File: config.mk
export PLATFORM = sky130hd
export DESIGN_NAME = viewport_tile_job_generator_core_flat
export DESIGN_NICKNAME = d
export VERILOG_FILES = /design/src/design/vtjg_pkg.sv /design/src/design/vtjg_if.sv /design/src/design/viewport_tile_job_generator_core.sv /design/src/design/vtjg_ctrl.sv /design/src/design/vtjg_datapath.sv /design/src/flat_wrapper.sv
export SDC_FILE = /design/constraint.sdc
export NUM_CORES = 1
export LEC_CHECK = 0
export ABC_CLOCK_PERIOD_IN_PS = 11000
export BUFFER_PORTS_ARGS = -buffer_cell sky130_fd_sc_hd__buf_4
export CAP_MARGIN = 0
export CORE_MARGIN = 2
export CORE_UTILIZATION = 54
export CTS_CLUSTER_DIAMETER = 100
export DETAILED_ROUTE_END_ITERATION = 16
export PLACE_DENSITY_LB_ADDON = 0.3
export SLEW_MARGIN = 20
export SYNTH_ARGS = -nofsm -noshare
export SYNTH_HDL_FRONTEND = slang
export SYNTH_HIERARCHICAL = 1
export SYNTH_SLANG_ARGS = --single-unit
File: constraint.sdc
create_clock -name clock -period 11 [get_ports clock]
set_input_delay 2.2 -clock clock [delete_from_list [all_inputs] [get_ports clock]]
set_output_delay 2.2 -clock clock [all_outputs]
set_load 0.01 [all_outputs]
File: src/design/vtjg_pkg.sv
`timescale 1ns / 1ps
// Package for the viewport tile job generator: sizes, field widths and
// the command/status types between controller and datapath. No dependencies.
package vtjg_pkg;

   localparam int TILE_PIXELS = 256;
   localparam int VIEW_COLS   = 320;
   localparam int VIEW_ROWS   = 240;
   localparam int JOB_LIMIT   = 9;
   localparam int ZOOM_MAX    = 18;

   localparam int FRAC_W     = 8;
   localparam int CTR_W      = 35;
   localparam int ZOOM_W     = 5;
   localparam int COORD_W    = CTR_W + 2;
   localparam int TILE_SHIFT = $clog2(TILE_PIXELS) + FRAC_W;
   localparam int IDX_W      = COORD_W - TILE_SHIFT;
   localparam int SUB_W      = TILE_SHIFT - FRAC_W + 1;
   localparam int OFS_W      = $clog2(VIEW_COLS + VIEW_ROWS + TILE_PIXELS) + 2;
   localparam int CNT_W      = $clog2(JOB_LIMIT + 1);

   localparam int COL_W = 18;
   localparam int ROW_W = 20;
   localparam int DX_W  = 9;
   localparam int DY_W  = 8;
   localparam int SRC_W = 8;
   localparam int CPY_W = 9;

   // corner offsets in 8-fraction-bit pixels
   localparam logic [COORD_W-1:0] LEFT_OFS =
      COORD_W'(VIEW_COLS * (2 ** FRAC_W) / 2);
   localparam logic [COORD_W-1:0] TOP_OFS =
      COORD_W'(VIEW_ROWS * (2 ** FRAC_W) / 2);
   localparam logic [COORD_W-1:0] RIGHT_OFS =
      COORD_W'((VIEW_COLS - 1) * (2 ** FRAC_W) - VIEW_COLS * (2 ** FRAC_W) / 2);
   localparam logic [COORD_W-1:0] BOTTOM_OFS =
      COORD_W'((VIEW_ROWS - 1) * (2 ** FRAC_W) - VIEW_ROWS * (2 ** FRAC_W) / 2);

   typedef struct packed {
      logic load;
      logic setup;
      logic emit;
      logic next_row;
      logic last;
   } cmd_type;

   typedef struct packed {
      logic col_end;
      logic row_end;
      logic limit_hit;
      logic out_free;
   } status_type;

endpackage

File: src/design/vtjg_if.sv
`timescale 1ns / 1ps
// Channel interfaces: view centre requests and tile job responses.
// Depends on vtjg_pkg.
interface vtjg_req_if;
   import vtjg_pkg::*;
   logic              valid;
   logic              ready;
   logic [CTR_W-1:0]  center_x;
   logic [CTR_W-1:0]  center_y;
   logic [ZOOM_W-1:0] zoom;

   modport source (output valid, center_x, center_y, zoom, input ready);
   modport sink (input valid, center_x, center_y, zoom, output ready);
endinterface

interface vtjg_rsp_if;
   import vtjg_pkg::*;
   logic                    valid;
   logic                    ready;
   logic [COL_W-1:0]        tile_col;
   logic signed [ROW_W-1:0] tile_row;
   logic                    row_in_range;
   logic [DX_W-1:0]         dest_x;
   logic [DY_W-1:0]         dest_y;
   logic [SRC_W-1:0]        src_x;
   logic [SRC_W-1:0]        src_y;
   logic [CPY_W-1:0]        copy_width;
   logic [CPY_W-1:0]        copy_height;
   logic                    last;

   modport source (output valid, tile_col, tile_row, row_in_range, dest_x, dest_y,
                   src_x, src_y, copy_width, copy_height, last, input ready);
   modport sink (input valid, tile_col, tile_row, row_in_range, dest_x, dest_y,
                 src_x, src_y, copy_width, copy_height, last, output ready);
endinterface

File: src/design/viewport_tile_job_generator_core.sv
`timescale 1ns / 1ps
// Viewport tile job generator: places a 320x240 view around a world-pixel centre
// and emits one copy job per covering 256-pixel map tile, row by row, left to right.
// Usage:
//   req_chan carries a view centre (x, y in unsigned fixed point, 8 fraction bits)
//   and a zoom level; zoom above 18 is taken as 18. rsp_chan returns the jobs for
//   that centre, the final one flagged by last. Every centre yields at least one job
//   and at most min(JOB_LIMIT, 6) jobs at these view and tile sizes.
// Timing:
//   A transaction on req_chan is followed by the setup state, then the walk emits
//   one job per cycle into the response register while it is empty or being read.
//   The corners are registered at the transaction and the cursors in setup, before
//   the first job. req_chan.ready is high only while idle, and the next centre is
//   accepted while the final job still waits in the response register.
// Stalls:
//   While a waiting job is not taken, the walk holds on its tile; no job is lost.
// Reset:
//   Synchronous, active high; returns to idle with no response pending.
module viewport_tile_job_generator_core (
   input  logic       clock,
   input  logic       reset,
   vtjg_req_if.sink   req_chan,
   vtjg_rsp_if.source rsp_chan
);
   import vtjg_pkg::*;

   cmd_type    cmd;
   status_type status;

   vtjg_ctrl u_ctrl (
      .clock     (clock),
      .reset     (reset),
      .req_valid (req_chan.valid),
      .req_ready (req_chan.ready),
      .status    (status),
      .cmd       (cmd)
   );

   vtjg_datapath u_datapath (
      .clock        (clock),
      .reset        (reset),
      .req_center_x (req_chan.center_x),
      .req_center_y (req_chan.center_y),
      .req_zoom     (req_chan.zoom),
      .cmd          (cmd),
      .status       (status),
      .rsp_chan     (rsp_chan)
   );

`ifndef SYNTH
   a_emit_needs_slot: assert property (@(posedge clock) disable iff (reset)
      cmd.emit |-> status.out_free)
      else $error("job emitted into an occupied response register");

   a_accept_then_setup: assert property (@(posedge clock) disable iff (reset)
      (req_chan.valid && req_chan.ready) |=> cmd.setup)
      else $error("accepted transaction not followed by setup");

   a_last_frees_input: assert property (@(posedge clock) disable iff (reset)
      (cmd.emit && cmd.last) |=> req_chan.ready)
      else $error("input not ready after final job");

   a_job_not_empty: assert property (@(posedge clock) disable iff (reset)
      rsp_chan.valid |-> (rsp_chan.copy_width != 0 && rsp_chan.copy_height != 0))
      else $error("job with empty copy area");
`endif

endmodule

File: src/design/vtjg_ctrl.sv
`timescale 1ns / 1ps
// Controller: sequences load, setup and the tile walk.
// Depends on vtjg_pkg.
module vtjg_ctrl (
   input  logic                 clock,
   input  logic                 reset,
   input  logic                 req_valid,
   output logic                 req_ready,
   input  vtjg_pkg::status_type status,
   output vtjg_pkg::cmd_type    cmd
);
   import vtjg_pkg::*;

   typedef enum logic [1:0] {
      ST_IDLE,
      ST_SETUP,
      ST_WALK
   } state_type;

   state_type state_ff, state_in;
   logic      req_ready_ff;

   always_comb begin
      cmd          = '0;
      cmd.load     = (state_ff == ST_IDLE) && req_valid && req_ready_ff;
      cmd.setup    = (state_ff == ST_SETUP);
      cmd.emit     = (state_ff == ST_WALK) && status.out_free;
      cmd.next_row = status.col_end;
      cmd.last     = (status.col_end && status.row_end) || status.limit_hit;
   end

   always_comb begin
      state_in = state_ff;
      unique case (state_ff)
         ST_IDLE: begin
            if (cmd.load) state_in = ST_SETUP;
         end
         ST_SETUP: begin
            state_in = ST_WALK;
         end
         ST_WALK: begin
            if (cmd.emit && cmd.last) state_in = ST_IDLE;
         end
         default: state_in = ST_IDLE;
      endcase
   end

   always_ff @(posedge clock) begin
      if (reset) begin
         state_ff     <= ST_IDLE;
         req_ready_ff <= 1'b1;
      end else begin
         state_ff     <= state_in;
         req_ready_ff <= (state_in == ST_IDLE);
      end
   end

   assign req_ready = req_ready_ff;

endmodule

File: src/design/vtjg_datapath.sv
`timescale 1ns / 1ps
// Datapath: viewport corners, tile cursors, clipping and the response register.
// Depends on vtjg_pkg and vtjg_rsp_if.
module vtjg_datapath (
   input  logic                        clock,
   input  logic                        reset,
   input  logic [vtjg_pkg::CTR_W-1:0]  req_center_x,
   input  logic [vtjg_pkg::CTR_W-1:0]  req_center_y,
   input  logic [vtjg_pkg::ZOOM_W-1:0] req_zoom,
   input  vtjg_pkg::cmd_type           cmd,
   output vtjg_pkg::status_type        status,
   vtjg_rsp_if.source                  rsp_chan
);
   import vtjg_pkg::*;

   localparam logic [SUB_W-1:0] SUB_FULL = SUB_W'(2 ** (TILE_SHIFT - FRAC_W));
   localparam logic signed [OFS_W-1:0] TILE_OFS = OFS_W'(TILE_PIXELS);
   localparam logic signed [OFS_W-1:0] COLS_OFS = OFS_W'(VIEW_COLS);
   localparam logic signed [OFS_W-1:0] ROWS_OFS = OFS_W'(VIEW_ROWS);

   // view corners
   logic [ZOOM_W-1:0]  zoom_ff;
   logic [COORD_W-1:0] left_ff, top_ff, right_ff, bottom_ff;

   // walk cursors
   logic signed [IDX_W-1:0] col_first_ff, col_last_ff, row_last_ff;
   logic signed [IDX_W-1:0] tx_ff, ty_ff;
   logic signed [OFS_W-1:0] dx0_ff, dx_ff, dy_ff;
   logic [CNT_W-1:0]        cnt_ff;

   // response register
   logic                    rsp_valid_ff;
   logic [COL_W-1:0]        col_ff;
   logic signed [ROW_W-1:0] row_ff;
   logic                    in_range_ff;
   logic [DX_W-1:0]         dest_x_ff;
   logic [DY_W-1:0]         dest_y_ff;
   logic [SRC_W-1:0]        src_x_ff, src_y_ff;
   logic [CPY_W-1:0]        width_ff, height_ff;
   logic                    last_ff;

   // setup: partial pixel into the first tile, rounded up
   logic [TILE_SHIFT:0]     lx_sum, ly_sum;
   logic [SUB_W-1:0]        bx, by;
   logic                    x_full, y_full;
   logic signed [IDX_W-1:0] col_first, row_first;

   // clipping of the current tile
   logic                    dx_neg, dy_neg;
   logic signed [OFS_W-1:0] sx, sy, dxc, dyc, w_a, w_b, h_a, h_b, w, h;
   logic [COL_W-1:0]        col_mask;
   logic                    row_ok;

   assign lx_sum = {1'b0, left_ff[TILE_SHIFT-1:0]} + (TILE_SHIFT + 1)'(2 ** FRAC_W - 1);
   assign ly_sum = {1'b0, top_ff[TILE_SHIFT-1:0]} + (TILE_SHIFT + 1)'(2 ** FRAC_W - 1);
   assign bx     = lx_sum[TILE_SHIFT:FRAC_W];
   assign by     = ly_sum[TILE_SHIFT:FRAC_W];
   assign x_full = (bx == SUB_FULL);
   assign y_full = (by == SUB_FULL);
   // an empty first column or row is skipped
   assign col_first = $signed(left_ff[COORD_W-1:TILE_SHIFT]) + IDX_W'(x_full);
   assign row_first = $signed(top_ff[COORD_W-1:TILE_SHIFT]) + IDX_W'(y_full);

   assign dx_neg = dx_ff[OFS_W-1];
   assign dy_neg = dy_ff[OFS_W-1];
   assign sx     = dx_neg ? -dx_ff : '0;
   assign sy     = dy_neg ? -dy_ff : '0;
   assign dxc    = dx_neg ? '0 : dx_ff;
   assign dyc    = dy_neg ? '0 : dy_ff;
   assign w_a    = TILE_OFS - sx;
   assign w_b    = COLS_OFS - dxc;
   assign h_a    = TILE_OFS - sy;
   assign h_b    = ROWS_OFS - dyc;
   assign w      = (w_a < w_b) ? w_a : w_b;
   assign h      = (h_a < h_b) ? h_a : h_b;

   assign col_mask = ~({COL_W{1'b1}} << zoom_ff);
   assign row_ok   = !ty_ff[IDX_W-1] && ((ty_ff[IDX_W-2:0] >> zoom_ff) == '0);

   always_comb begin
      status           = '0;
      status.col_end   = (tx_ff == col_last_ff);
      status.row_end   = (ty_ff == row_last_ff);
      status.limit_hit = (cnt_ff == CNT_W'(JOB_LIMIT - 1));
      status.out_free  = !rsp_valid_ff || rsp_chan.ready;
   end

   always_ff @(posedge clock) begin
      if (cmd.load) begin
         zoom_ff   <= (req_zoom > ZOOM_W'(ZOOM_MAX)) ? ZOOM_W'(ZOOM_MAX) : req_zoom;
         left_ff   <= {2'b00, req_center_x} - LEFT_OFS;
         top_ff    <= {2'b00, req_center_y} - TOP_OFS;
         right_ff  <= {2'b00, req_center_x} + RIGHT_OFS;
         bottom_ff <= {2'b00, req_center_y} + BOTTOM_OFS;
      end
   end

   always_ff @(posedge clock) begin
      if (reset) begin
         cnt_ff <= '0;
      end else if (cmd.setup) begin
         cnt_ff <= '0;
      end else if (cmd.emit) begin
         cnt_ff <= cnt_ff + CNT_W'(1);
      end
   end

   always_ff @(posedge clock) begin
      if (cmd.setup) begin
         col_first_ff <= col_first;
         col_last_ff  <= $signed(right_ff[COORD_W-1:TILE_SHIFT]);
         row_last_ff  <= $signed(bottom_ff[COORD_W-1:TILE_SHIFT]);
         tx_ff        <= col_first;
         ty_ff        <= row_first;
         dx0_ff       <= x_full ? '0 : -OFS_W'(bx);
         dx_ff        <= x_full ? '0 : -OFS_W'(bx);
         dy_ff        <= y_full ? '0 : -OFS_W'(by);
      end else if (cmd.emit && !cmd.last) begin
         if (cmd.next_row) begin
            tx_ff <= col_first_ff;
            dx_ff <= dx0_ff;
            ty_ff <= ty_ff + IDX_W'(1);
            dy_ff <= dy_ff + TILE_OFS;
         end else begin
            tx_ff <= tx_ff + IDX_W'(1);
            dx_ff <= dx_ff + TILE_OFS;
         end
      end
   end

   always_ff @(posedge clock) begin
      if (reset) begin
         rsp_valid_ff <= 1'b0;
      end else if (cmd.emit) begin
         rsp_valid_ff <= 1'b1;
      end else if (rsp_chan.ready) begin
         rsp_valid_ff <= 1'b0;
      end
   end

   always_ff @(posedge clock) begin
      if (cmd.emit) begin
         col_ff      <= tx_ff[COL_W-1:0] & col_mask;
         row_ff      <= ty_ff[ROW_W-1:0];
         in_range_ff <= row_ok;
         dest_x_ff   <= dxc[DX_W-1:0];
         dest_y_ff   <= dyc[DY_W-1:0];
         src_x_ff    <= sx[SRC_W-1:0];
         src_y_ff    <= sy[SRC_W-1:0];
         width_ff    <= w[CPY_W-1:0];
         height_ff   <= h[CPY_W-1:0];
         last_ff     <= cmd.last;
      end
   end

   assign rsp_chan.valid        = rsp_valid_ff;
   assign rsp_chan.tile_col     = col_ff;
   assign rsp_chan.tile_row     = row_ff;
   assign rsp_chan.row_in_range = in_range_ff;
   assign rsp_chan.dest_x       = dest_x_ff;
   assign rsp_chan.dest_y       = dest_y_ff;
   assign rsp_chan.src_x        = src_x_ff;
   assign rsp_chan.src_y        = src_y_ff;
   assign rsp_chan.copy_width   = width_ff;
   assign rsp_chan.copy_height  = height_ff;
   assign rsp_chan.last         = last_ff;

endmodule

File: src/flat_wrapper.sv
// flat-port wrapper written by rule: the top's interface ports become plain ports
module viewport_tile_job_generator_core_flat import vtjg_pkg::*;
  (clock, reset, req_chan_valid, req_chan_center_x, req_chan_center_y, req_chan_zoom, req_chan_ready, rsp_chan_valid, rsp_chan_tile_col, rsp_chan_tile_row, rsp_chan_row_in_range, rsp_chan_dest_x, rsp_chan_dest_y, rsp_chan_src_x, rsp_chan_src_y, rsp_chan_copy_width, rsp_chan_copy_height, rsp_chan_last, rsp_chan_ready);
  vtjg_req_if req_chan_i ();
  vtjg_rsp_if rsp_chan_i ();
  input  logic clock;
  input  logic reset;
  input wire logic [$bits(req_chan_i.valid)-1:0] req_chan_valid;
  input wire logic [$bits(req_chan_i.center_x)-1:0] req_chan_center_x;
  input wire logic [$bits(req_chan_i.center_y)-1:0] req_chan_center_y;
  input wire logic [$bits(req_chan_i.zoom)-1:0] req_chan_zoom;
  output wire logic [$bits(req_chan_i.ready)-1:0] req_chan_ready;
  output wire logic [$bits(rsp_chan_i.valid)-1:0] rsp_chan_valid;
  output wire logic [$bits(rsp_chan_i.tile_col)-1:0] rsp_chan_tile_col;
  output wire logic [$bits(rsp_chan_i.tile_row)-1:0] rsp_chan_tile_row;
  output wire logic [$bits(rsp_chan_i.row_in_range)-1:0] rsp_chan_row_in_range;
  output wire logic [$bits(rsp_chan_i.dest_x)-1:0] rsp_chan_dest_x;
  output wire logic [$bits(rsp_chan_i.dest_y)-1:0] rsp_chan_dest_y;
  output wire logic [$bits(rsp_chan_i.src_x)-1:0] rsp_chan_src_x;
  output wire logic [$bits(rsp_chan_i.src_y)-1:0] rsp_chan_src_y;
  output wire logic [$bits(rsp_chan_i.copy_width)-1:0] rsp_chan_copy_width;
  output wire logic [$bits(rsp_chan_i.copy_height)-1:0] rsp_chan_copy_height;
  output wire logic [$bits(rsp_chan_i.last)-1:0] rsp_chan_last;
  input wire logic [$bits(rsp_chan_i.ready)-1:0] rsp_chan_ready;
  assign req_chan_i.valid = req_chan_valid;
  assign req_chan_i.center_x = req_chan_center_x;
  assign req_chan_i.center_y = req_chan_center_y;
  assign req_chan_i.zoom = req_chan_zoom;
  assign req_chan_ready = req_chan_i.ready;
  assign rsp_chan_valid = rsp_chan_i.valid;
  assign rsp_chan_tile_col = rsp_chan_i.tile_col;
  assign rsp_chan_tile_row = rsp_chan_i.tile_row;
  assign rsp_chan_row_in_range = rsp_chan_i.row_in_range;
  assign rsp_chan_dest_x = rsp_chan_i.dest_x;
  assign rsp_chan_dest_y = rsp_chan_i.dest_y;
  assign rsp_chan_src_x = rsp_chan_i.src_x;
  assign rsp_chan_src_y = rsp_chan_i.src_y;
  assign rsp_chan_copy_width = rsp_chan_i.copy_width;
  assign rsp_chan_copy_height = rsp_chan_i.copy_height;
  assign rsp_chan_last = rsp_chan_i.last;
  assign rsp_chan_i.ready = rsp_chan_ready;
  viewport_tile_job_generator_core u_core (.clock(clock), .reset(reset), .req_chan(req_chan_i), .rsp_chan(rsp_chan_i));
endmodule
==> results of run 1 <==
metal layers:
| metal | share of wire, % | wire length [um] | global-route usage, % | vias to the layer above |
|---|---|---|---|---|
| met5 | 0 | 0 | 0 | - |
| met3 | 5.8 | 2230 | 2.89 | 80 |
| met1 | 42 | 16400 | 28.9 | 5913 |
| met4 | 3.2 | 1260 | 7.72 | 0 |
| met2 | 49 | 18900 | 37.1 | 415 |
| li1 | - | - | - | 6062 |
final timing paths:
path                                             startpoint                                             endpoint  cells after the start
setup / recovery       u_core/u_datapath/dy_ff[0]$_DFFE_PP_  u_core/u_datapath/rsp_chan.copy_height[1]$_DFFE_PP_                     14
hold / removal    u_core/u_datapath/bottom_ff[23]$_DFFE_PP_           u_core/u_datapath/row_last_ff[7]$_DFFE_PP_                      0
setup reg to reg       u_core/u_datapath/dy_ff[0]$_DFFE_PP_  u_core/u_datapath/rsp_chan.copy_height[1]$_DFFE_PP_                     14
hold reg to reg   u_core/u_datapath/bottom_ff[23]$_DFFE_PP_           u_core/u_datapath/row_last_ff[7]$_DFFE_PP_                      0
per-stage QoR:
step	hold slack, ps	power [mW]	setup WS, ps	std cells
after detailed placement	405	2.17	6090	2146
after global routing	423	3.44	5750	2212
after global placement	403	2.15	6320	2146
after CTS	418	3.33	6100	2212
after floorplan	400	2.02	109	1597
final	418	3.31	6070	2212
worst register-to-register path, stage by stage (launching register included):
cell and delay, ps:
edfxtp_1 470, inv_1 90, ha_1 260, nor3b_1 620, a21oi_1 210, a311oi_1 460, nand3_1 190, a41oi_1 290
xnor2_1 150, ha_1 260, and4_1 230, a21o_1 180, a31oi_1 190, mux2i_2 660, mux2_2 410
cells in the mapped netlist, types with 18 or more instances:
master      n  area (um2)
nand2_1   138         518
and3_1     30         188
mux2i_1    23         230
nand3_1    70         350
ha_1       46         576
nor4_1     28         175
nand4_1    24         150
a21oi_1    49         245
nor2_1     87         327
inv_1      66         248
nor2b_1    33         206
nor3_1     42         210
and2_1     18         113
xor2_1    122        1070
clkbuf_1   65         244
o21ai_0    72         360
edfxtp_1  347       10400
xnor2_1   127        1110
sequential cells by signal, indices dropped and copies added, names as in the netlist, 5 cells and up:
| name | count |
|---|---|
| u_core/u_datapath/left_ff | 36 |
| u_core/u_datapath/top_ff | 36 |
| u_core/u_datapath/col_first_ff | 21 |
| u_core/u_datapath/tx_ff | 21 |
| u_core/u_datapath/ty_ff | 21 |
| u_core/u_datapath/bottom_ff | 20 |
| u_core/u_datapath/col_last_ff | 20 |
| u_core/u_datapath/right_ff | 20 |
| u_core/u_datapath/row_last_ff | 20 |
| u_core/u_datapath/rsp_chan.tile_row | 20 |
| u_core/u_datapath/rsp_chan.tile_col | 18 |
| u_core/u_datapath/dx0_ff | 12 |
| u_core/u_datapath/dx_ff | 12 |
| u_core/u_datapath/dy_ff | 12 |
| u_core/u_datapath/rsp_chan.copy_height | 9 |
| u_core/u_datapath/rsp_chan.copy_width | 9 |
| u_core/u_datapath/rsp_chan.dest_x | 9 |
| u_core/u_datapath/rsp_chan.dest_y | 8 |
| u_core/u_datapath/rsp_chan.src_x | 8 |
| u_core/u_datapath/rsp_chan.src_y | 8 |
| u_core/u_datapath/zoom_ff | 5 |
logic make-up (layout without fill, tap and decap cells):
kind of cell / after synthesis / after routing / share of synthesized area (%)
flip-flops: 355 / 355 / 57.3
AND/OR/NAND/NOR: 549 / 549 / 15.3
buffers and inverters: 145 / 312 / 3.05
multiplexers: 35 / 35 / 1.99
XOR/XNOR: 249 / 249 / 11.8
adder cells (fa/ha/maj): 46 / 46 / 3.12
AO/OA/AOI/OAI: 218 / 218 / 7.50
where the power goes:
| part | internal (mW) | switching [mW] |
|---|---|---|
| Sequential | 1.62 | 0.0772 |
| Clock | 0.670 | 0.498 |
| Combinational | 0.184 | 0.254 |
| Total | 2.48 | 0.829 |
cell type report:
type / instances / area [um2] / share of cell area, %
sequential: 355 / 10600 / 49.8
multi-input combinational: 1097 / 7350 / 34.6
timing repair buffer: 179 / 1350 / 6.34
clock buffer: 41 / 941 / 4.43
tap: 448 / 561 / 2.64
inverter: 67 / 256 / 1.21
clock inverter: 25 / 210 / 0.989
==> summary.txt, run 1 <==
Synthesis
  – Post-synthesis sequential area ratio: 57.3%
  – Most common flop cell mapped by yosys: edfxtp_1
  – Seq cells post-synth: 355
  – Syn Nets: 1722
  – Count of flip-flops with a built-in enable after synthesis: 347
  – Ys Warns: 6
  – Asr flop ratio synth: 0%
  – Post-Syn Area: 18500 um2
  – Cells after synthesis: 1597
  – Yosys cell types: 70
  – Syn avg cell area: 11.6 um2

Clock network
  – Worst-Skew Late Latency: 530 ps
  – Num CTS Buffers: 37
  – Clock buffer depth: 3
  – CTS tree: done
  – H-tree depth: 2
  – CTS hold repair buffers: 0
  – Post-CTS setup buffers: 0
  – Clk slew on worst S/H paths: 60 ps
  – # clock sinks: 355
  – CTS root buffer: clkbuf_16
  – Gates resized, CTS repair: 0

STA
  – Worst-margin pin slew: 1020 ps
  – Hold Vio Cnt, Final: 0
  – Maximum clock frequency: 203 MHz
  – RSZ-0062 raised after global routing: false
  – Fin crit share: 44.8%
  – # setup viols final: 0
  – Fin Clk Skew: 24.8 ps
  – Setup TNS: 0 ps
  – Slew Limit Fails: 0
  – Min cycle time layout: 4930 ps
  – Relative slew slack: 31.2%

Pwr
  – P_leak: 7.73 nW
  – Peak supply drop: 0.0971 mV
  – PD cells: 156 nW/um2

Critical path
  – CP top delay family: compound AO/OA/AOI/OAI gates
  – Crit path buffers/inverters: 1
  – CP arrival: 5180 ps
  – CP cell instances: inv_1, ha_1, nor3b_1, a21oi_1, a311oi_1, nand3_1, a41oi_1, xnor2_1, ha_1, and4_1, a21o_1, a31oi_1, mux2i_2, mux2_2
  – Worst-path fanout max: 9
  – CP most frequent cell: ha_1
  – Crit path kind: reg -> reg
  – Req. time, crit path: 11260 ps
  – Worst setup EP type: register
  – Worst path slowest cell: mux2i_2
  – Crit-path max cell delay: 660 ps
  – CP Launch Type: register
  – Reg2reg setup slack: 6070 ps

Status
  – Status: complete, no violations

Drt
  – Residual DRC: 0
  – Violation count after the first detailed-routing iteration: 895
  – Post-detailed-route count of antenna-violating nets: 0
  – DR WL/cell: 17.5 um
  – Via Count: 12.5k
  – Routed Wire Length: 38800 um
  – Drt first pass iters: 5
  – DR vias/cell: 5.64

Floorplanning
  – Total core area: 33600 um2
  – Die ar.: 35700 um2
  – Initial Utilization: 55.0%
  – Die extent in x: 189 um
  – DIE HEIGHT: 189 um
  – # IOs: 172
  – Row count: 67

Run
  – Maxcap violations: 0

Cells and area
  – Layout area overhead: 15.0%
  – Ratio of cells with drive above 1 in the final layout: 15.4%
  – N_diodes: 0
  – Design area: 21200 um2
  – Fin nets: 1862
  – Commonest non-fill, non-tap cell in the layout: edfxtp_1
  – Fillers: 2580
  – Most frequent cells in the layout: edfxtp_1 (347), buf_4 (178), nand2_1 (138)
  – Layout Utilization: 63.2%

Placed design
  – Dpl cell area: 20100 um2
  – Placer Congestion: 0.895
  – Post-DP HPWL: 28600 um
  – Buffers on Ports: 171

GRT
  – Global-route wire length before repair: 62200 um
  – Total track usage: 21.8%
  – GRT overflow: 0
  – Initial antenna violation count: 0
  – Vias in the first global route: 12.1k
  – Largest net degree at the start of global routing: 104

Hold path
  – Hold WC Path Type: reg -> reg
(Power assumes the default switching activity.)
==> inputs of run 2 (changes only) <==
ABC_CLOCK_PERIOD_IN_PS = 4700   (was 11000)
CORE_UTILIZATION = 55   (was 54)
clock period = 4.7 ns   (was 11 ns; I/O delays follow)
==> run 2 against run 1 <==
  * Register-to-register slack got worse by 5700 ps
  * Cell count rose by 0.81%
  * Worst setup slack got worse by 5700 ps
  * Total power rose by 140%
  * Sequential cell count did not move
  * Critical path type unchanged
  * Largest power group unchanged
==> summary.txt, run 2 (synthesis results as in run 1) <==
STA
  – Setup TNS: 0 ps (unchanged)
  – Slew Limit Fails: 0 (unchanged)
  – Worst-margin pin slew: 999 ps (-24.1 ps)
  – # setup viols final: 0 (unchanged)
  – Fin Clk Skew: 21.0 ps (-3.72 ps)
  – Relative slew slack: 33.0% (+1.8 points)
  – Min cycle time layout: 4340 ps (-589 ps)
  – Hold Vio Cnt, Final: 0 (unchanged)
  – RSZ-0062 raised after global routing: false
  – Fin crit share: 92.3% (+47 points)
  – Maximum clock frequency: 231 MHz (+14%)

Clock network
  – # clock sinks: 355 (unchanged)
  – Worst-Skew Late Latency: 530 ps (about the same)
  – Num CTS Buffers: 37 (unchanged)
  – H-tree depth: 2 (unchanged)
  – CTS tree: done
  – CTS hold repair buffers: 0 (unchanged)
  – CTS root buffer: clkbuf_16
  – Clk slew on worst S/H paths: 60 ps (about the same)
  – Clock buffer depth: 3 (unchanged)

GRT
  – GRT overflow: 0 (unchanged)
  – Total track usage: 22.7% (+0.89 points)
  – Global-route wire length before repair: 63900 um (+2.7%)
  – Largest net degree at the start of global routing: 74 (-29%)
  – Vias in the first global route: 12.5k (+2.8%)
  – Initial antenna violation count: 0 (unchanged)

Critical path
  – CP most frequent cell: ha_1
  – Worst path slowest cell: edfxtp_1
  – CP arrival: 4610 ps (-570 ps)
  – CP Launch Type: register
  – CP cell instances: inv_1, ha_1, nand2_1, ha_1, a21bo_2, or3_1, o311a_1, nand2b_1, xor2_1, ha_1, and4_1, nand2_1, a211o_1, and4_1, or2_1, a21o_1
  – Worst setup EP type: register
  – Crit-path max cell delay: 470 ps (-190 ps)
  – Req. time, crit path: 4970 ps (-6290 ps)
  – Worst-path fanout max: 9 (unchanged)
  – Crit path kind: reg -> reg

Cells and area
  – Ratio of cells with drive above 1 in the final layout: 16.0% (+0.69 points)
  – Biggest regs: u_core/u_datapath/left_ff (36), u_core/u_datapath/top_ff (36)
  – Layout area overhead: 16.2%
  – N_diodes: 0 (unchanged)
  – Fin nets: 1879 (+0.91%)
  – Layout Utilization: 64.5% (+1.3 points)
  – Most frequent cells in the layout: edfxtp_1 (347), buf_4 (194), nand2_1 (138)
  – Fin cells: 2230 (+0.81%)
  – Commonest non-fill, non-tap cell in the layout: edfxtp_1

Placed design
  – Placed insts: 2163 (+0.79%)
  – Post-DP HPWL: 29600 um (+3.3%)
  – Buffers on Ports: 171 (unchanged)
  – Placer Congestion: 0.886 (-0.97%)

Floorplanning
  – DIE HEIGHT: 187 um (-0.89%)
  – Die ar.: 35100 um2 (-1.8%)
  – Initial Utilization: 55.5% (+0.55 points)
  – Row count: 67 (unchanged)
  – Total core area: 33300 um2 (-1.0%)
  – # IOs: 172 (unchanged)
  – Die extent in x: 187 um (-0.89%)

Pwr
  – Clk pwr share: 36.4% (+1.1 points)
  – Tot Pwr: 7.92 mW (+140%)
  – P_leak: 7.86 nW (+1.7%)
  – Comb pwr share: 13.4% (about the same)
  – Sw Pwr: 1.96 mW (+140%)
  – Seq pwr share: 50.2% (-1.2 points)
  – Internal power: 5.96 mW (+140%)
  – PD cells: 369 nW/um2 (+140%)
  – Switching Fraction: 24.7% (-0.32 points)
  – Peak supply drop: 0.223 mV (+130%)

Drt
  – Violation count after the first detailed-routing iteration: 853 (-4.7%)
  – DR vias/cell: 5.59 (-0.87%)
  – Drt first pass iters: 5 (unchanged)
  – Post-detailed-route count of antenna-violating nets: 0 (unchanged)
  – Residual DRC: 0 (unchanged)
  – Via Count: 12.5k (-0.064%)
  – DR WL/cell: 17.8 um (+1.6%)
  – Routed Wire Length: 39700 um (+2.4%)

Hold path
  – Hold WC Path Type: reg -> reg

Status
  – Status: complete, no violations

Run
  – Maxcap violations: 0 (unchanged)
==> run 2: changes by cell type in the layout (fill, tap and decap cells not counted), moves of 2 or more <==
cell	before	now
bufinv_16	2	4
buf_4	178	194
buf_12	0	2
clkbuf_1	4	7
clkinvlp_4	3	0
clkinv_4	2	0
==> run 2: final timing paths <==
kind                            slack [ps]  cells after the start                                      start                                                 end
worst min register to register         410                      0  u_core/u_datapath/bottom_ff[35]$_DFFE_PP_         u_core/u_datapath/row_last_ff[19]$_DFFE_PP_
worst max register to register         360                     16       u_core/u_datapath/dx_ff[0]$_DFFE_PP_  u_core/u_datapath/rsp_chan.copy_width[7]$_DFFE_PP_
worst min-delay path                   410                      0  u_core/u_datapath/bottom_ff[35]$_DFFE_PP_         u_core/u_datapath/row_last_ff[19]$_DFFE_PP_
worst max-delay path                   360                     16       u_core/u_datapath/dx_ff[0]$_DFFE_PP_  u_core/u_datapath/rsp_chan.copy_width[7]$_DFFE_PP_
==> run 2: layer usage <==
metal | track usage [%] | wire length [um] | up-vias
li1 | - | - | 6100
met1 | 28.4 | 16500 | 5914
met2 | 39.5 | 19700 | 356
met3 | 3.58 | 2070 | 92
met4 | 9.19 | 1490 | 0
met5 | 0 | 0 | -
==> run 2: what timing repair did <==
item	in CTS	in global routing
gates resized for setup	0	1
setup endpoints to repair	0	7
setup buffers	0	0
==> run 2: stage by stage <==
| stage | cell area (um2) | hold slack (ps) | setup slack (ps) |
|---|---|---|---|
| 3_5_place_dp | 20200 | 405 | 320 |
| 6_report | 21500 | 415 | 363 |
| 2_1_floorplan | 18500 | 400 | 13.2 |
| 3_3_place_gp | 20200 | 404 | 472 |
| 4_1_cts | 21500 | 416 | 293 |
| 5_1_grt | 21500 | 425 | 118 |
==> run 2: layout make-up <==
class | count | area [um2]
fill | 2506 | 11800
sequential | 355 | 10600
multi-input combinational | 1097 | 7360
timing repair buffer | 196 | 1500
clock buffer | 45 | 977
tap | 448 | 561
inverter | 67 | 256
clock inverter | 22 | 229
==> run 2: power by group through the flow <==
stage	Clock, mW	Sequential [mW]	Combinational, mW
after CTS	2.94	3.98	1.06
after global routing	3.06	4.01	1.18
after floorplan	0	4.00	0.702
final	2.88	3.98	1.06
after detailed placement	0	4.05	1.06
after global placement	0	4.04	1.02
==> run 2: worst max-delay path, delay by kind of cell (launching register included) <==
kind,cells,cell delay (ps)
compound gates,4,1060
fa+ha+maj,3,790
flops,1,470
buf+inv,1,100
xor+xnor,1,140
simple gates,7,1520
==> inputs of run 3 (changes only) <==
ABC_CLOCK_PERIOD_IN_PS = 3650   (was 4700)
CORE_UTILIZATION = 54   (was 55)
clock period = 3.65 ns   (was 4.7 ns; I/O delays follow)
==> run 3 against run 2 <==
  * The flow now finishes with violations (negative setup slack)
  * Sequential power rose by 29%
  * Register-to-register slack got worse by 600 ps
  * Sequential share of layout area down 2.4 points
  * Via count increased by 2.9%
  * Clock-buffer cell count unchanged
  * Clock skew fell by 3.5 ps
  * Clock power rose by 24%
  * Worst setup slack got worse by 600 ps
  * Die area increased by 1.8%
  * Routed wire length up 2.9%
==> summary.txt, run 3 (synthesis results as in run 1) <==
GRT
  – GRT overflow: 0 (unchanged)
  – Largest net degree at the start of global routing: 183 (+150%)
  – Global-route wire length before repair: 64800 um (+1.4%)
  – Met2 global-route usage: 39.5% (about the same)
  – Grt met1 use: 28.6% (+0.19 points)
  – Vias in the first global route: 12.8k (+2.5%)
  – GR peak layer: met2
  – Met3 usage: 3.54% (-0.043 points)
  – Initial antenna violation count: 0 (unchanged)
  – Total track usage: 22.7% (-0.052 points)

Clock network
  – H-tree depth: 2 (unchanged)
  – # clock sinks: 355 (unchanged)
  – CTS root buffer: clkbuf_16
  – CTS hold repair buffers: 0 (unchanged)
  – Clock buffer depth: 3 (unchanged)
  – Worst-Skew Late Latency: 520 ps (about the same)
  – Num CTS Buffers: 37 (unchanged)
  – Clk slew on worst S/H paths: 60 ps (about the same)
  – CTS tree: done

Pwr
  – PD cells: 455 nW/um2 (+23%)
  – Tot Pwr: 10.3 mW (+30%)
  – Internal power: 7.70 mW (+29%)
  – Sw Pwr: 2.58 mW (+31%)
  – Peak supply drop: 0.287 mV (+28%)
  – Comb pwr share: 15.2% (+1.8 points)
  – Clk pwr share: 34.8% (-1.6 points)
  – Switching Fraction: 25.1% (+0.32 points)
  – Seq pwr share: 49.9% (-0.3 points)
  – P_leak: 8.37 nW (+6.5%)

Critical path
  – Worst setup EP type: register
  – CP Launch Type: register
  – FF-to-FF path depth: 16 (unchanged)
  – Req. time, crit path: 3920 ps (-1050 ps)
  – Worst-path fanout max: 8 (-1)
  – Crit-path max cell delay: 430 ps (-40 ps)
  – Worst path slowest cell: edfxtp_1
  – Crit path kind: reg -> reg
  – CP arrival: 4160 ps (-450 ps)
  – CP cell instances: inv_2, ha_4, nand2_4, ha_4, a21bo_4, or3_4, o311a_4, nand2b_4, xor2_2, ha_1, and4_4, nand2_2, a211o_1, and4_4, or2_4, a21o_1

STA
  – Slew Limit Fails: 0 (unchanged)
  – Fin crit share: 106% (+14 points)
  – Relative slew slack: 39.9% (+6.9 points)
  – RSZ-0062 raised after global routing: true
  – Fin Clk Skew: 17.5 ps (-3.51 ps)
  – Final worst setup slack: -235 ps (-598 ps)
  – Worst-margin pin slew: 902 ps (-96.6 ps)
  – # setup viols final: 11 (+11)
  – Hold Vio Cnt, Final: 0 (unchanged)
  – Final hold slack: 385 ps (-29.3 ps)
  – Maximum clock frequency: 257 MHz (+12%)
  – Min cycle time layout: 3880 ps (-452 ps)

Placed design
  – Buffers on Ports: 171 (unchanged)
  – Placer Congestion: 0.893 (+0.76%)
  – Post-DP HPWL: 30000 um (+1.2%)

Hold path
  – Hold WC Path Type: in -> reg
  – Hold depth: 1 (+1)

Drt
  – Drt first pass iters: 5 (unchanged)
  – DR WL/cell: 17.6 um (-1.0%)
  – Post-detailed-route count of antenna-violating nets: 0 (unchanged)
  – Routed Wire Length: 40900 um (+2.9%)
  – Residual DRC: 0 (unchanged)
  – Via Count: 12.8k (+2.9%)
  – Violation count after the first detailed-routing iteration: 845 (-0.94%)
  – DR vias/cell: 5.53 (-0.97%)

Floorplanning
  – Die ar.: 35700 um2 (+1.8%)
  – Initial Utilization: 55.0% (-0.55 points)
  – Die extent in x: 189 um (+0.90%)
  – # IOs: 172 (unchanged)
  – DIE HEIGHT: 189 um (+0.90%)
  – Total core area: 33600 um2 (+1.0%)
  – Row count: 67 (unchanged)

Cells and area
  – Fin nets: 1971 (+4.9%)
  – Fillers: 2420 (-3.4%)
  – Layout area overhead: 22.2%
  – Commonest non-fill, non-tap cell in the layout: edfxtp_1
  – Biggest regs: u_core/u_datapath/left_ff (36), u_core/u_datapath/top_ff (36)
  – Ratio of cells with drive above 1 in the final layout: 23.3% (+7.3 points)
  – Most frequent cells in the layout: edfxtp_1 (347), buf_4 (280), nand2_1 (134)
  – N_diodes: 0 (unchanged)

Run
  – Maxcap violations: 0 (unchanged)

Status
  – Failing checks: negative setup slack
  – Status: complete, but fails checks
-- run 3: changes by cell type in the layout (fill, tap and decap cells not counted), sizes merged --
| cell | delta |
|---|---|
| buf | +92 |
| bufinv | -2 |
| clkinv | -5 |
| clkinvlp | +2 |
| inv | +1 |
-- run 3: repair_timing --
action	4_1_cts	5_1_grt
endpoints found under the hold margin	0	0
pin swaps	24	16
endpoints found under the setup margin	20	32
resized for setup	27	50
buffers inserted	6	8
-- run 3: path summary, 6_finish.rpt --
kind	start	to	slack [ps]
worst max-delay path	u_core/u_datapath/dx_ff[1]$_DFFE_PP_	u_core/u_datapath/rsp_chan.copy_width[4]$_DFFE_PP_	-230
worst min-delay path	req_chan_center_y[7]	u_core/u_datapath/top_ff[7]$_DFFE_PP_	390
worst max register to register	u_core/u_datapath/dx_ff[1]$_DFFE_PP_	u_core/u_datapath/rsp_chan.copy_width[4]$_DFFE_PP_	-230
worst min register to register	u_core/u_datapath/bottom_ff[18]$_DFFE_PP_	u_core/u_datapath/row_last_ff[2]$_DFFE_PP_	410
-- run 3: worst max-delay path: cells and delay by family, from the launching register on --
family	cells	cell delay, ps
and+or+nand+nor	7	1320
AOI/OAI and AO/OA	4	1020
DFF	1	430
xor gates and xnor gates	1	140
buffers and inverters	1	100
adders and majority gates	3	630
-- run 3: final cells by class --
| cell class | count | area [um2] | area share, % |
|---|---|---|---|
| clock inverters | 18 | 145 | 0.643 |
| clock buffers | 45 | 998 | 4.42 |
| inverters | 67 | 255 | 1.13 |
| flip-flops and latches | 355 | 10600 | 46.9 |
| repair buffers | 288 | 2230 | 9.87 |
| well taps | 448 | 561 | 2.48 |
| multi-input cells | 1097 | 7810 | 34.6 |
-- run 3: per-stage QoR --
step / instance area (um2) / setup TNS, ps / utilization (%) / std cells / worst slack (ps)
finish: 22600 / -1530 / 67.2 / 2318 / -235
global route: 22600 / -3670 / 67.2 / 2318 / -340
CTS: 22300 / -1270 / 66.2 / 2310 / -199
detailed placement: 21000 / -4450 / 62.4 / 2241 / -377
global placement: 21000 / -2530 / 62.4 / 2241 / -261
floorplan: 18700 / -46880 / - / 1597 / -409
-- run 3: layer usage --
| metal | vias up | part of all wire, % | routed length (um) |
|---|---|---|---|
| met4 | 0 | 3.1 | 1280 |
| li1 | 6267 | - | - |
| met5 | - | 0 | 0 |
| met3 | 77 | 5.3 | 2170 |
| met1 | 6126 | 41 | 16600 |
| met2 | 358 | 51 | 20800 |
-- run 3: power by group through the flow --
stage                     combinational (mW)  sequential, mW  clock (mW)
after detailed placement                1.48            5.20           0
after CTS                               1.52            5.12        3.64
after global placement                  1.43            5.19           0
after floorplan                        0.955            5.15           0
final                                   1.57            5.13        3.58
after global routing                    1.73            5.16        3.79
